$ cat config.mk
export PLATFORM = sky130hd
export DESIGN_NAME = infix_to_prefix_converter
export DESIGN_NICKNAME = d
export VERILOG_FILES = /design/src/hw/rtl/i2p_pkg.sv /design/src/hw/rtl/infix_to_prefix_converter.sv /design/src/hw/rtl/i2p_ram.sv
export SDC_FILE = /design/constraint.sdc
export NUM_CORES = 1
export LEC_CHECK = 0
export ABC_AREA = 0
export BUFFER_PORTS_ARGS = -buffer_cell sky130_fd_sc_hd__buf_2
export CORE_AREA = 3 3 250 252
export DETAILED_ROUTE_END_ITERATION = 6
export DIE_AREA = 0 0 253 255
export PLACE_DENSITY = 0.75
export SLEW_MARGIN = 15
export SYNTH_ARGS = -nofsm -noshare
export SYNTH_HDL_FRONTEND = slang
export SYNTH_SLANG_ARGS = --single-unit
$ cat constraint.sdc
create_clock -name clk -period 4 [get_ports clk]
set_input_delay 0.8 -clock clk [delete_from_list [all_inputs] [get_ports clk]]
set_output_delay 0.8 -clock clk [all_outputs]
set_load 0.02 [all_outputs]
$ cat src/hw/rtl/i2p_pkg.sv
// shared types, constants and character helpers for the infix to prefix converter
// depends on nothing; imported by i2p_ram users and the top level
package i2p_pkg;

  // expression buffer size and derived widths
  localparam int MAX_LEN = 32;
  localparam int CNT_W   = $clog2(MAX_LEN + 1);
  localparam int ADDR_W  = $clog2(MAX_LEN);
  localparam int CHAR_W  = 8;

  // characters with a role in the conversion
  localparam logic [CHAR_W-1:0] CH_CARET  = 8'h5E;
  localparam logic [CHAR_W-1:0] CH_STAR   = 8'h2A;
  localparam logic [CHAR_W-1:0] CH_SLASH  = 8'h2F;
  localparam logic [CHAR_W-1:0] CH_PLUS   = 8'h2B;
  localparam logic [CHAR_W-1:0] CH_MINUS  = 8'h2D;
  localparam logic [CHAR_W-1:0] CH_LPAREN = 8'h28;
  localparam logic [CHAR_W-1:0] CH_RPAREN = 8'h29;
  localparam logic [CHAR_W-1:0] CH_NUL    = 8'h00;

  // status codes carried on every result
  localparam logic [1:0] STATUS_OK        = 2'd0;
  localparam logic [1:0] STATUS_TOO_LONG  = 2'd1;
  localparam logic [1:0] STATUS_UNDERFLOW = 2'd2;

  // input transaction payload
  typedef struct packed {
    logic [CHAR_W-1:0] symbol;
    logic              last;
  } in_t;

  // result transaction payload
  typedef struct packed {
    logic [CHAR_W-1:0] out_symbol;
    logic              out_last;
    logic              empty_res;
    logic [1:0]        status;
  } out_t;

  // sequencer states
  typedef enum logic [3:0] {
    ST_LOAD,
    ST_FETCH,
    ST_CHAR,
    ST_OPER,
    ST_CLOSE,
    ST_REFILL,
    ST_FLUSH,
    ST_EMIT,
    ST_EOUT
  } state_t;

  // operator precedence, zero for anything else
  function automatic logic [1:0] prec_of(input logic [CHAR_W-1:0] c);
    logic [1:0] p;
    p = 2'd0;
    case (c)
      CH_CARET:           p = 2'd3;
      CH_STAR, CH_SLASH:  p = 2'd2;
      CH_PLUS, CH_MINUS:  p = 2'd1;
      default:            p = 2'd0;
    endcase
    return p;
  endfunction

  function automatic logic is_alnum(input logic [CHAR_W-1:0] c);
    return ((c >= 8'h30) && (c <= 8'h39)) ||
           ((c >= 8'h41) && (c <= 8'h5A)) ||
           ((c >= 8'h61) && (c <= 8'h7A));
  endfunction

  // bracket swap for the reversed scan
  function automatic logic [CHAR_W-1:0] swap_bracket(input logic [CHAR_W-1:0] c);
    logic [CHAR_W-1:0] r;
    r = c;
    if (c == CH_LPAREN) begin
      r = CH_RPAREN;
    end else if (c == CH_RPAREN) begin
      r = CH_LPAREN;
    end
    return r;
  endfunction

endpackage

$ cat src/hw/rtl/infix_to_prefix_converter.sv
// Infix to prefix converter. Characters are loaded one per cycle until the
// transaction flagged last; the stored text is then scanned from its end
// (brackets swapped) with an operator stack, and the prefix form is sent out
// one character per result, the final one flagged out_last. Each scanned
// character takes an input store read and a decode, plus a further step for
// an operator push or a closing bracket that finds the stack empty; each pop
// adds a pop step and a refill step that reloads the cached stack top from
// the registered stack ram read. Each result takes an output store read and
// a handoff that waits while the output register is full. A new expression
// can be loaded as soon as the last result sits in the output register. Input
// beyond MAX_LEN characters is dropped with status 1; an unmatched opening
// bracket gives status 2; an empty result gives one item with empty_res set.
// depends on i2p_pkg and i2p_ram
module infix_to_prefix_converter
  import i2p_pkg::*;
(
  input  logic clk,
  input  logic rst_n,
  input  logic in_valid,
  output logic in_ready,
  input  in_t  in_data,
  output logic out_valid,
  input  logic out_ready,
  output out_t out_data
);

  // control registers
  state_t            state_r, state_nxt;
  state_t            ret_r, ret_nxt;
  logic [CNT_W-1:0]  in_cnt_r, in_cnt_nxt;
  logic [CNT_W-1:0]  idx_r, idx_nxt;
  logic [CNT_W-1:0]  depth_r, depth_nxt;
  logic [CNT_W-1:0]  ocnt_r, ocnt_nxt;
  logic [1:0]        err_r, err_nxt;
  logic              out_valid_r, out_valid_nxt;

  // payload registers
  logic [CHAR_W-1:0] top_r, top_nxt;
  logic [CHAR_W-1:0] char_r, char_nxt;
  out_t              out_data_r, out_data_nxt;

  // memory ports
  logic              in_we, in_re;
  logic [CHAR_W-1:0] in_rdata;
  logic              stk_we, stk_re;
  logic [CHAR_W-1:0] stk_rdata;
  logic              out_we, out_re;
  logic [CHAR_W-1:0] out_rdata;
  logic [CHAR_W-1:0] emit_val;

  logic [CNT_W-1:0]  idx_dec, depth_dec2;
  logic [CHAR_W-1:0] cur_char;
  logic              slot_free, pop_op;

  assign idx_dec    = idx_r - CNT_W'(1);
  assign depth_dec2 = depth_r - CNT_W'(2);
  assign cur_char   = swap_bracket(in_rdata);
  assign slot_free  = !out_valid_r || out_ready;
  assign pop_op     = (prec_of(top_r) > prec_of(char_r)) ||
                      ((prec_of(top_r) == prec_of(char_r)) && (char_r == CH_CARET));

  // expression text
  i2p_ram #(.WIDTH(CHAR_W), .DEPTH(MAX_LEN)) u_in_ram (
    .clk   (clk),
    .we    (in_we),
    .waddr (in_cnt_r[ADDR_W-1:0]),
    .wdata (in_data.symbol),
    .re    (in_re),
    .raddr (idx_dec[ADDR_W-1:0]),
    .rdata (in_rdata)
  );

  // operator stack, top entry also cached in top_r
  i2p_ram #(.WIDTH(CHAR_W), .DEPTH(MAX_LEN)) u_stk_ram (
    .clk   (clk),
    .we    (stk_we),
    .waddr (depth_r[ADDR_W-1:0]),
    .wdata (char_nxt),
    .re    (stk_re),
    .raddr (depth_dec2[ADDR_W-1:0]),
    .rdata (stk_rdata)
  );

  // reversed prefix text
  i2p_ram #(.WIDTH(CHAR_W), .DEPTH(MAX_LEN)) u_out_ram (
    .clk   (clk),
    .we    (out_we),
    .waddr (ocnt_r[ADDR_W-1:0]),
    .wdata (emit_val),
    .re    (out_re),
    .raddr (idx_dec[ADDR_W-1:0]),
    .rdata (out_rdata)
  );

  // state and counters
  always_ff @(posedge clk) begin
    if (!rst_n) begin
      state_r     <= ST_LOAD;
      ret_r       <= ST_FETCH;
      in_cnt_r    <= '0;
      idx_r       <= '0;
      depth_r     <= '0;
      ocnt_r      <= '0;
      err_r       <= STATUS_OK;
      out_valid_r <= 1'b0;
    end else begin
      state_r     <= state_nxt;
      ret_r       <= ret_nxt;
      in_cnt_r    <= in_cnt_nxt;
      idx_r       <= idx_nxt;
      depth_r     <= depth_nxt;
      ocnt_r      <= ocnt_nxt;
      err_r       <= err_nxt;
      out_valid_r <= out_valid_nxt;
    end
  end

  // payload
  always_ff @(posedge clk) begin
    top_r      <= top_nxt;
    char_r     <= char_nxt;
    out_data_r <= out_data_nxt;
  end

  // sequencer
  always_comb begin
    state_nxt     = state_r;
    ret_nxt       = ret_r;
    in_cnt_nxt    = in_cnt_r;
    idx_nxt       = idx_r;
    depth_nxt     = depth_r;
    ocnt_nxt      = ocnt_r;
    err_nxt       = err_r;
    top_nxt       = top_r;
    char_nxt      = char_r;
    out_data_nxt  = out_data_r;
    out_valid_nxt = out_valid_r && !out_ready;
    in_ready      = 1'b0;
    in_we         = 1'b0;
    in_re         = 1'b0;
    stk_we        = 1'b0;
    stk_re        = 1'b0;
    out_we        = 1'b0;
    out_re        = 1'b0;
    emit_val      = top_r;

    unique case (state_r)
      // collect characters
      ST_LOAD: begin
        in_ready = 1'b1;
        if (in_valid) begin
          if (in_cnt_r < CNT_W'(MAX_LEN)) begin
            in_we      = 1'b1;
            in_cnt_nxt = in_cnt_r + CNT_W'(1);
          end else if (err_r == STATUS_OK) begin
            err_nxt = STATUS_TOO_LONG;
          end
          if (in_data.last) begin
            idx_nxt   = in_cnt_nxt;
            state_nxt = ST_FETCH;
          end
        end
      end

      // read next character from the end
      ST_FETCH: begin
        if (idx_r == '0) begin
          state_nxt = ST_FLUSH;
        end else begin
          in_re     = 1'b1;
          state_nxt = ST_CHAR;
        end
      end

      // dispatch on the swapped character
      ST_CHAR: begin
        idx_nxt   = idx_dec;
        char_nxt  = cur_char;
        state_nxt = ST_FETCH;
        if (is_alnum(cur_char)) begin
          emit_val = cur_char;
          if (ocnt_r < CNT_W'(MAX_LEN)) begin
            out_we   = 1'b1;
            ocnt_nxt = ocnt_r + CNT_W'(1);
          end
        end else begin
          case (cur_char)
            CH_LPAREN: begin
              if (depth_r < CNT_W'(MAX_LEN)) begin
                stk_we    = 1'b1;
                top_nxt   = cur_char;
                depth_nxt = depth_r + CNT_W'(1);
              end
            end
            CH_RPAREN: state_nxt = ST_CLOSE;
            default:   state_nxt = ST_OPER;
          endcase
        end
      end

      // pop while the top binds tighter, or equally when the incoming operator is a caret, then push
      ST_OPER: begin
        if ((depth_r != '0) && pop_op) begin
          if (ocnt_r < CNT_W'(MAX_LEN)) begin
            out_we   = 1'b1;
            ocnt_nxt = ocnt_r + CNT_W'(1);
          end
          stk_re    = 1'b1;
          depth_nxt = depth_r - CNT_W'(1);
          ret_nxt   = ST_OPER;
          state_nxt = ST_REFILL;
        end else begin
          if (depth_r < CNT_W'(MAX_LEN)) begin
            stk_we    = 1'b1;
            top_nxt   = char_r;
            depth_nxt = depth_r + CNT_W'(1);
          end
          state_nxt = ST_FETCH;
        end
      end

      // pop down to the opening bracket and drop it
      ST_CLOSE: begin
        if (depth_r == '0) begin
          if (err_r == STATUS_OK) begin
            err_nxt = STATUS_UNDERFLOW;
          end
          state_nxt = ST_FETCH;
        end else begin
          stk_re    = 1'b1;
          depth_nxt = depth_r - CNT_W'(1);
          state_nxt = ST_REFILL;
          if (top_r != CH_LPAREN) begin
            if (ocnt_r < CNT_W'(MAX_LEN)) begin
              out_we   = 1'b1;
              ocnt_nxt = ocnt_r + CNT_W'(1);
            end
            ret_nxt = ST_CLOSE;
          end else begin
            ret_nxt = ST_FETCH;
          end
        end
      end

      // reload the cached top after a pop
      ST_REFILL: begin
        top_nxt   = stk_rdata;
        state_nxt = ret_r;
      end

      // empty the stack into the output store
      ST_FLUSH: begin
        if (depth_r != '0) begin
          if (ocnt_r < CNT_W'(MAX_LEN)) begin
            out_we   = 1'b1;
            ocnt_nxt = ocnt_r + CNT_W'(1);
          end
          stk_re    = 1'b1;
          depth_nxt = depth_r - CNT_W'(1);
          ret_nxt   = ST_FLUSH;
          state_nxt = ST_REFILL;
        end else begin
          idx_nxt   = ocnt_r;
          state_nxt = ST_EMIT;
        end
      end

      // issue output store read, or send the empty marker
      ST_EMIT: begin
        if (idx_r == '0) begin
          if (slot_free) begin
            out_valid_nxt           = 1'b1;
            out_data_nxt.out_symbol = CH_NUL;
            out_data_nxt.out_last   = 1'b1;
            out_data_nxt.empty_res  = 1'b1;
            out_data_nxt.status     = err_r;
            in_cnt_nxt              = '0;
            ocnt_nxt                = '0;
            err_nxt                 = STATUS_OK;
            state_nxt               = ST_LOAD;
          end
        end else begin
          out_re    = 1'b1;
          state_nxt = ST_EOUT;
        end
      end

      // hand one prefix character to the output register
      ST_EOUT: begin
        if (slot_free) begin
          out_valid_nxt           = 1'b1;
          out_data_nxt.out_symbol = out_rdata;
          out_data_nxt.out_last   = (idx_r == CNT_W'(1));
          out_data_nxt.empty_res  = 1'b0;
          out_data_nxt.status     = err_r;
          idx_nxt                 = idx_dec;
          if (idx_r == CNT_W'(1)) begin
            in_cnt_nxt = '0;
            ocnt_nxt   = '0;
            err_nxt    = STATUS_OK;
            state_nxt  = ST_LOAD;
          end else begin
            state_nxt = ST_EMIT;
          end
        end
      end

      default: state_nxt = ST_LOAD;
    endcase
  end

  assign out_valid = out_valid_r;
  assign out_data  = out_data_r;

`ifndef SYNTHESIS
  // stack never grows past the buffer
  a_depth_bound: assert property (@(posedge clk) disable iff (!rst_n)
    depth_r <= CNT_W'(MAX_LEN))
    else $error("operator stack depth out of range");

  // every emitted character came from a stored one
  a_ocnt_bound: assert property (@(posedge clk) disable iff (!rst_n)
    ocnt_r <= in_cnt_r)
    else $error("output count exceeds input count");

  // loading starts from a clean stack and output store
  a_load_clean: assert property (@(posedge clk) disable iff (!rst_n)
    (state_r == ST_LOAD) |-> ((ocnt_r == '0) && (depth_r == '0)))
    else $error("counts not cleared before loading");

  // an empty marker is always the final result
  a_empty_last: assert property (@(posedge clk) disable iff (!rst_n)
    (out_valid_r && out_data_r.empty_res) |-> out_data_r.out_last)
    else $error("empty marker without last flag");

  // refill always returns to a pop loop or the scan
  a_refill_ret: assert property (@(posedge clk) disable iff (!rst_n)
    (state_r == ST_REFILL) |-> ((ret_r == ST_OPER) || (ret_r == ST_CLOSE) ||
                                (ret_r == ST_FLUSH) || (ret_r == ST_FETCH)))
    else $error("bad return state after stack refill");
`endif

endmodule

$ cat src/hw/rtl/i2p_ram.sv
// generic single-port-write, single-port-read ram with registered read data
// depends on nothing
module i2p_ram #(
  parameter int WIDTH = 8,
  parameter int DEPTH = 32
) (
  input  logic                     clk,
  input  logic                     we,
  input  logic [$clog2(DEPTH)-1:0] waddr,
  input  logic [WIDTH-1:0]         wdata,
  input  logic                     re,
  input  logic [$clog2(DEPTH)-1:0] raddr,
  output logic [WIDTH-1:0]         rdata
);

  logic [WIDTH-1:0] mem [DEPTH];

  // write port
  always_ff @(posedge clk) begin
    if (we) begin
      mem[waddr] <= wdata;
    end
  end

  // read port, data holds while no read is issued
  always_ff @(posedge clk) begin
    if (re) begin
      rdata <= mem[raddr];
    end
  end

endmodule
After elaboration in Yosys (flattened, before gate mapping)
Memories as Yosys holds them, arrays and structs flattened. A register that Yosys moved wholly into a read port is not among the register bits.
Index checks and enable logic that the tools add are counted.
Word-level totals
  output and inout bits: 14
  memories: 3
  memory bits (writable): 768
  flip-flop bits (word level): 63
Cells by class
  add/sub/neg operators: 6
  muxes and demuxes: 103
  equal/unequal tests: 47
  magnitude comparators: 10
  reductions and logical operators: 38
Memories
  u_in_ram.mem: words 32, width 8, rd ports 1, clocked after memory_dff 1, wr ports 1, RTL line i2p_ram.sv:16  | logic [WIDTH-1:0] mem [DEPTH];
  u_out_ram.mem: words 32, width 8, rd ports 1, clocked after memory_dff 1, wr ports 1, RTL line i2p_ram.sv:16
  u_stk_ram.mem: words 32, width 8, rd ports 1, clocked after memory_dff 1, wr ports 1, RTL line i2p_ram.sv:16
Operators with widths (number)
  2-to-1 mux 6 bit: 22
  equality test 8 x 6 -> 1 bit, second input constant: 12
  2-to-1 mux 8 bit: 10
  one-hot mux 6 bit (4 select lines): 2
  != test 2 bit, second input constant: 21
  2-to-1 mux 12 bit: 3
  one-hot mux 4 bit (9 select lines): 1
  one-hot mux 6 bit (6 select lines): 1
  2-to-1 mux 4 bit: 8
  2-to-1 mux 1 bit: 28
  one-hot mux 12 bit (2 select lines): 1
  one-hot mux 8 bit (3 select lines): 1
  2-to-1 mux 2 bit: 10
  AND reduction 10 bit: 2
  adder 6 x 1 -> 6 bit, second input constant: 3
  < comparator 6 bit, second input constant: 3
  2-to-1 mux 3 bit: 6
  one-hot mux 6 bit (3 select lines): 1
  equality test 4 x 3 -> 1 bit, second input constant: 4
  equality test 8 x 7 -> 1 bit, second input constant: 2
  greater-or-equal comparator 8 x 7 -> 1 bit, second input constant: 2
  less-or-equal comparator 8 x 7 -> 1 bit, second input constant: 2
  zero test 6 bit: 2
  one-hot mux 2 bit (3 select lines): 2
  other kinds (31): 55

Longest topological paths before layout
  word-level depth: 11
  mapped depth: 14

Hierarchy
From an unflattened synthesis, not the netlist that was laid out.
Unflattened totals
  cells, all modules: 1723
  area, all modules: 34491.8 sq um
Modules (own cells, without submodules)
  i2p_ram: sequential area each 7927.6 sq um, cells an instance 417, area an instance 10133.5 sq um, instances 3
  infix_to_prefix_converter: sequential area each 1441.4 sq um, cells an instance 472, area an instance 4091.4 sq um, instances 1

Worst setup path before layout
OpenSTA, ideal clock, no wires.
  path kind: reg-to-reg
  start point: register depth_r[1]
  end point: memory u_out_ram.mem[1][0], enable pin
  arrival: 3.682 ns
  library setup time: 0.395 ns
  period minus slack after synthesis: 4.076 ns
  cell stages (with the launch flop): 13
  path slack: -0.076 ns
  path through: dfxtp_1 -> clkbuf_1 -> buf_1 -> inv_1 -> ha_1 -> nor4b_2 -> and2_1 -> buf_2 -> or4_1 -> a2bb2oi_2 -> buf_4 -> nand2_1 -> nor4_1
Between the ends
  longest elaborated chain between the ends: 6
  elaborated cells between the ends (all ways): 9
Ends and longest elaborated chain
  from (decl): RTL line infix_to_prefix_converter.sv:32  | logic [CNT_W-1:0] depth_r, depth_nxt;
  from (signal assigned): RTL line infix_to_prefix_converter.sv:111  | depth_r <= depth_nxt;
  nonzero test 6 bit: RTL line infix_to_prefix_converter.sv:203, infix_to_prefix_converter.sv:253
  logical AND 1 bit: RTL line infix_to_prefix_converter.sv:203  | if ((depth_r != '0) && pop_op) begin
  2-to-1 mux 1 bit: RTL line infix_to_prefix_converter.sv:203
  one-hot mux 1 bit (4 select lines) *: RTL line infix_to_prefix_converter.sv:147  | unique case (state_r)
  2-to-1 mux 1 bit *: RTL line i2p_ram.sv:20  | if (we) begin
  2-to-1 mux 1 bit (not written as such) *: RTL line i2p_ram.sv:21  | mem[waddr] <= wdata;
  to (decl): RTL line i2p_ram.sv:16
Every way passes the cells marked *; elsewhere a longest branch is shown, timed or not.

Worst setup path in the final report
  start point: register top_r[0]
  end point: memory u_stk_ram.mem[20][5], enable pin
Between the ends
  longest elaborated chain between the ends: 11
  elaborated cells between the ends (all ways): 17
Ends and longest elaborated chain
  from (decl): RTL line infix_to_prefix_converter.sv:38  | logic [CHAR_W-1:0] top_r, top_nxt;
  from (signal assigned): RTL line infix_to_prefix_converter.sv:120  | top_r <= top_nxt;
  equality test 8 x 6 -> 1 bit: RTL line i2p_pkg.sv:57  | case (c)
  OR reduction 2 bit: RTL line i2p_pkg.sv:57
  one-hot mux 2 bit (3 select lines) *: RTL line i2p_pkg.sv:57
  equality test 2 bit: RTL line infix_to_prefix_converter.sv:60  | ((prec_of(top_r) == prec_of(char_r)) && (char_r == CH_CARET));
  logical AND 1 bit: RTL line infix_to_prefix_converter.sv:60
  logical OR 1 bit *: RTL line infix_to_prefix_converter.sv:59  | assign pop_op = (prec_of(top_r) > prec_of(char_r)) ||
  logical AND 1 bit *: RTL line infix_to_prefix_converter.sv:203
  2-to-1 mux 1 bit *: RTL line infix_to_prefix_converter.sv:203
  one-hot mux 1 bit (2 select lines) *: RTL line infix_to_prefix_converter.sv:147
  2-to-1 mux 1 bit *: RTL line i2p_ram.sv:20
  2-to-1 mux 1 bit (not written as such) *: RTL line i2p_ram.sv:21
  to (decl): RTL line i2p_ram.sv:16
Marks and branches as above.

==> qor.csv <==
stage,metric,value,unit
floorplan,chipHeight,255,microns
logic_synthesis,synth_warnings,0,
place,portBuffers,26,
logic_synthesis,ys_seq_area_frac,0.733,
drt,vias_per_cell,6.45,
logic_synthesis,synth_edf_count,812,
place,gp_congestion,0.872,
critical_path,slowest_delay,490,ps
place,dpl.hpwl,46200,microns
cells_and_area,diodes,0,
floorplan,ios,27,
sta,worst_slack,323,ps
min_path,whs_path_depth,2,
place,pre_cts_ws,417,ps
logic_synthesis,ys_ff_latch,854,
critical_path,reg2reg_to,u_stk_ram.mem[20][5],
clocking,cts.sinks,854,
sta,period_share,0.919,
grt,grt_overflow_total,0,
clocking,clk_pin_slew,60,ps
clocking,cts_hold_buf,0,
cells_and_area,layout-drive-gt1-share,0.297,
sta,hold_viol_final,0,
critical_path,cp_max_fo,8,
power_and_ir_drop,power_density,558,mW/mm^2
cells_and_area,fin_nets,1899,
logic_synthesis,async_flop_share,0,
drt,wl_per_cell,27.5,microns
sta,fmax,0.272,GHz
critical_path,crit_top_cell,nand2_1,
clocking,clockBufferDepth,3,
clocking,htreeDepth,3,
cells_and_area,fin_util,0.645,
cells_and_area,synthToLayoutAreaGrowth,13.1,%
grt,grt_max_degree,69,
sta,tns,0,ps
sta,rsz0062_at_grt,false,
sta,skew,32.8,ps
job,maxCapViolations,0,
power_and_ir_drop,ir_drop,0.365,mV
logic_synthesis,synth.distinct_cells,75,
sta,fin_hold_ws,489,ps
critical_path,worstPathCellList,nor4bb_1 -> nand3b_1 -> a31oi_1 -> nand2_1 -> ha_1 -> nand2b_1 -> a21oi_1 -> o41ai_4 -> nor3_2 -> nand2_1 -> nor2_1 -> buf_4,
floorplan,initial_utilization,0.570,
drt,drc,0,
drt,drt_iter0_drc,2192,
min_path,hold_class,reg2reg,
critical_path,crit_family,simple AND/OR/NAND/NOR gates,
critical_path,cp_slowest_cell,edfxtp_1,
clocking,cts-root-buf,clkbuf_16,
floorplan,fp.coreArea,0.0604,sq mm
drt,finalWirelength,74900,microns
clocking,postCtsSetupBuffers,0,
clocking,insertion_delay,640,ps
critical_path,critPathLaunchType,register,
power_and_ir_drop,p_leak,0.0124,uW
logic_synthesis,synth_nets,1765,
sta,worstMarginPinSlew,1190,ps
grt,grt_pass1_vias,17400,
critical_path,r2r-start,top_r[0],
critical_path,cp.required,4330,ps
grt,antenna_found_initial,0,
drt,dr.pass1.iters,6,
grt,grt_pass1_wl,113000,microns
logic_synthesis,synth.avg_cell_area,19.9,sq um
critical_path,ff2ff_setup_slack,320,ps
critical_path,worstSetupPathType,reg2reg,
logic_synthesis,synth_top_flop_cell,edfxtp_1,
floorplan,dieArea,0.0645,sq mm
clocking,cts_inserted_buffers,84,
min_path,worstHoldStart,err_r[0],
outcome,status,completed,
min_path,hold_end,err_r[0],
floorplan,fp.dieW,253,microns
sta,setup_viol,0,
drt,route.antenna.remaining_nets,0,
grt,track_usage,0.238,
clocking,ctsResizeCount,0,
clocking,tritoncts,done,
critical_path,cp.depth,12,
critical_path,cp-end-kind,register,
drt,vias,17500,
critical_path,critPathBufInv,1,
critical_path,r2r_cells,12,
floorplan,placementRows,90,
sta,min_period,3680,ps
logic_synthesis,syn_inst,1733,
sta,drv_slew,0,
sta,maxSlewHeadroom,0.207,
logic_synthesis,syn_area,0.0344,sq mm
critical_path,worstPathArrival,4000,ps
==> power breakdown <==
group	internal, uW	switching, uW	total [uW]
Combinational	1370	2000	3360
Clock	4560	3310	7870
Sequential	10300	130	10500
Total	16300	5440	21700
==> synthesized netlist by cell type (7+ instances only) <==
| master | number | share of area |
|---|---|---|
| and3_1 | 25 | 0.0045 |
| ha_1 | 19 | 0.0069 |
| buf_4 | 9 | 0.0020 |
| inv_1 | 22 | 0.0024 |
| nand3_1 | 22 | 0.0032 |
| clkbuf_1 | 50 | 0.0055 |
| nor3_1 | 19 | 0.0028 |
| edfxtp_1 | 812 | 0.71 |
| or3_1 | 7 | 0.0013 |
| dfxtp_1 | 42 | 0.024 |
| mux4_2 | 240 | 0.16 |
| o21ai_0 | 20 | 0.0029 |
| nand2_1 | 87 | 0.0095 |
| buf_2 | 21 | 0.0031 |
| mux2_2 | 29 | 0.0095 |
| a21oi_1 | 30 | 0.0044 |
| a22oi_1 | 7 | 0.0015 |
| mux2i_1 | 13 | 0.0038 |
| nor2_1 | 109 | 0.012 |
| nor4_1 | 7 | 0.0013 |
| and2_1 | 12 | 0.0022 |
| nor2b_1 | 7 | 0.0013 |
| a31oi_1 | 8 | 0.0015 |
| xor2_1 | 8 | 0.0020 |
==> worst max-delay path by stage <==
stage	slack (ps)	from	end
after global routing	60	char_r[5]	u_stk_ram.mem[13][5]
final	320	top_r[0]	u_stk_ram.mem[20][5]
after CTS	370	top_r[4]	u_stk_ram.mem[20][5]
after floorplan	150	depth_r[1]	u_out_ram.mem[13][0]
after detailed placement	420	top_r[0]	u_stk_ram.mem[20][3]
after global placement	410	char_r[5]	u_stk_ram.mem[20][2]
==> flip-flops by register name, summed over array words and instances (netlist names) <==
| name | flops |
|---|---|
| u_in_ram.mem | 256 |
| u_out_ram.mem | 256 |
| u_stk_ram.mem | 256 |
| out_data | 12 |
| char_r | 8 |
| top_r | 8 |
| u_in_ram.rdata | 8 |
| u_out_ram.rdata | 8 |
| u_stk_ram.rdata | 8 |
| depth_r | 6 |
| idx_r | 6 |
| in_cnt_r | 6 |
| ocnt_r | 6 |
| state_r | 4 |
| ret_r | 3 |
| err_r | 2 |
| out_valid | 1 |
==> tightest hold or removal path: stages, from the launching register on <==
cell     delay [ps]
dfxtp_1         330
nand2_1          60
mux2i_1          50
==> metal layers <==
metal | routed length [microns] | up-vias | global-route usage
met5 | 0 | - | 0
met4 | 1810 | 0 | 0.0725
met3 | 6760 | 129 | 0.0456
met2 | 35400 | 928 | 0.365
met1 | 30900 | 9072 | 0.355
li1 | - | 7407 | -
==> cell type report <==
cell class                 instances  area [sq um]
clock buffer                     103          2250
inverter                          24          90.1
multi-input combinational        768          8810
tap                              782           978
clock inverter                    54           543
timing repair buffer             135          1010
sequential                       854         25200
fill                            3863         21400
==> metrics by stage <==
step	area, sq um	instances	total power [uW]
after detailed placement	36100	2563	14100
final	38900	2720	21700
after CTS	38900	2720	21900
after global routing	38900	2720	22400
after global placement	36100	2563	14000
after floorplan	34400	1733	12800
==> kinds of logic after synthesis <==
kind of cell             after synthesis  synth area share
multiplexers                         282             0.170
adder cells (fa/ha/maj)               19           0.00691
XOR/XNOR                              13           0.00331
AND/OR/NAND/NOR                      337            0.0482
flip-flops                           854             0.733
AO/OA/AOI/OAI                        117            0.0242
buffers and inverters                111            0.0141
==> layout by cell type (no fill, tap or decap), types with 6 or more instances in the layout <==
cell type and count:
xor2_1 7, nand3_1 22, or3_1 7, clkbuf_8 6, and2_1 12, and3_1 25, nor2b_1 7, ha_1 18
mux2_2 29, bufinv_16 8, edfxtp_1 812, buf_4 104, clkbuf_16 85, a21oi_1 30, mux4_2 240, dfxtp_1 39
a22oi_1 7, clkinv_1 15, o21ai_0 14, clkbuf_1 12, o22ai_1 6, nor3_1 19, mux2i_1 13, buf_2 26
nor2_1 109, a31oi_1 8, nand3b_1 6, inv_1 22, nand2_1 86, clkinv_2 20
No activity file was read; power rests on OpenSTA's default activity.
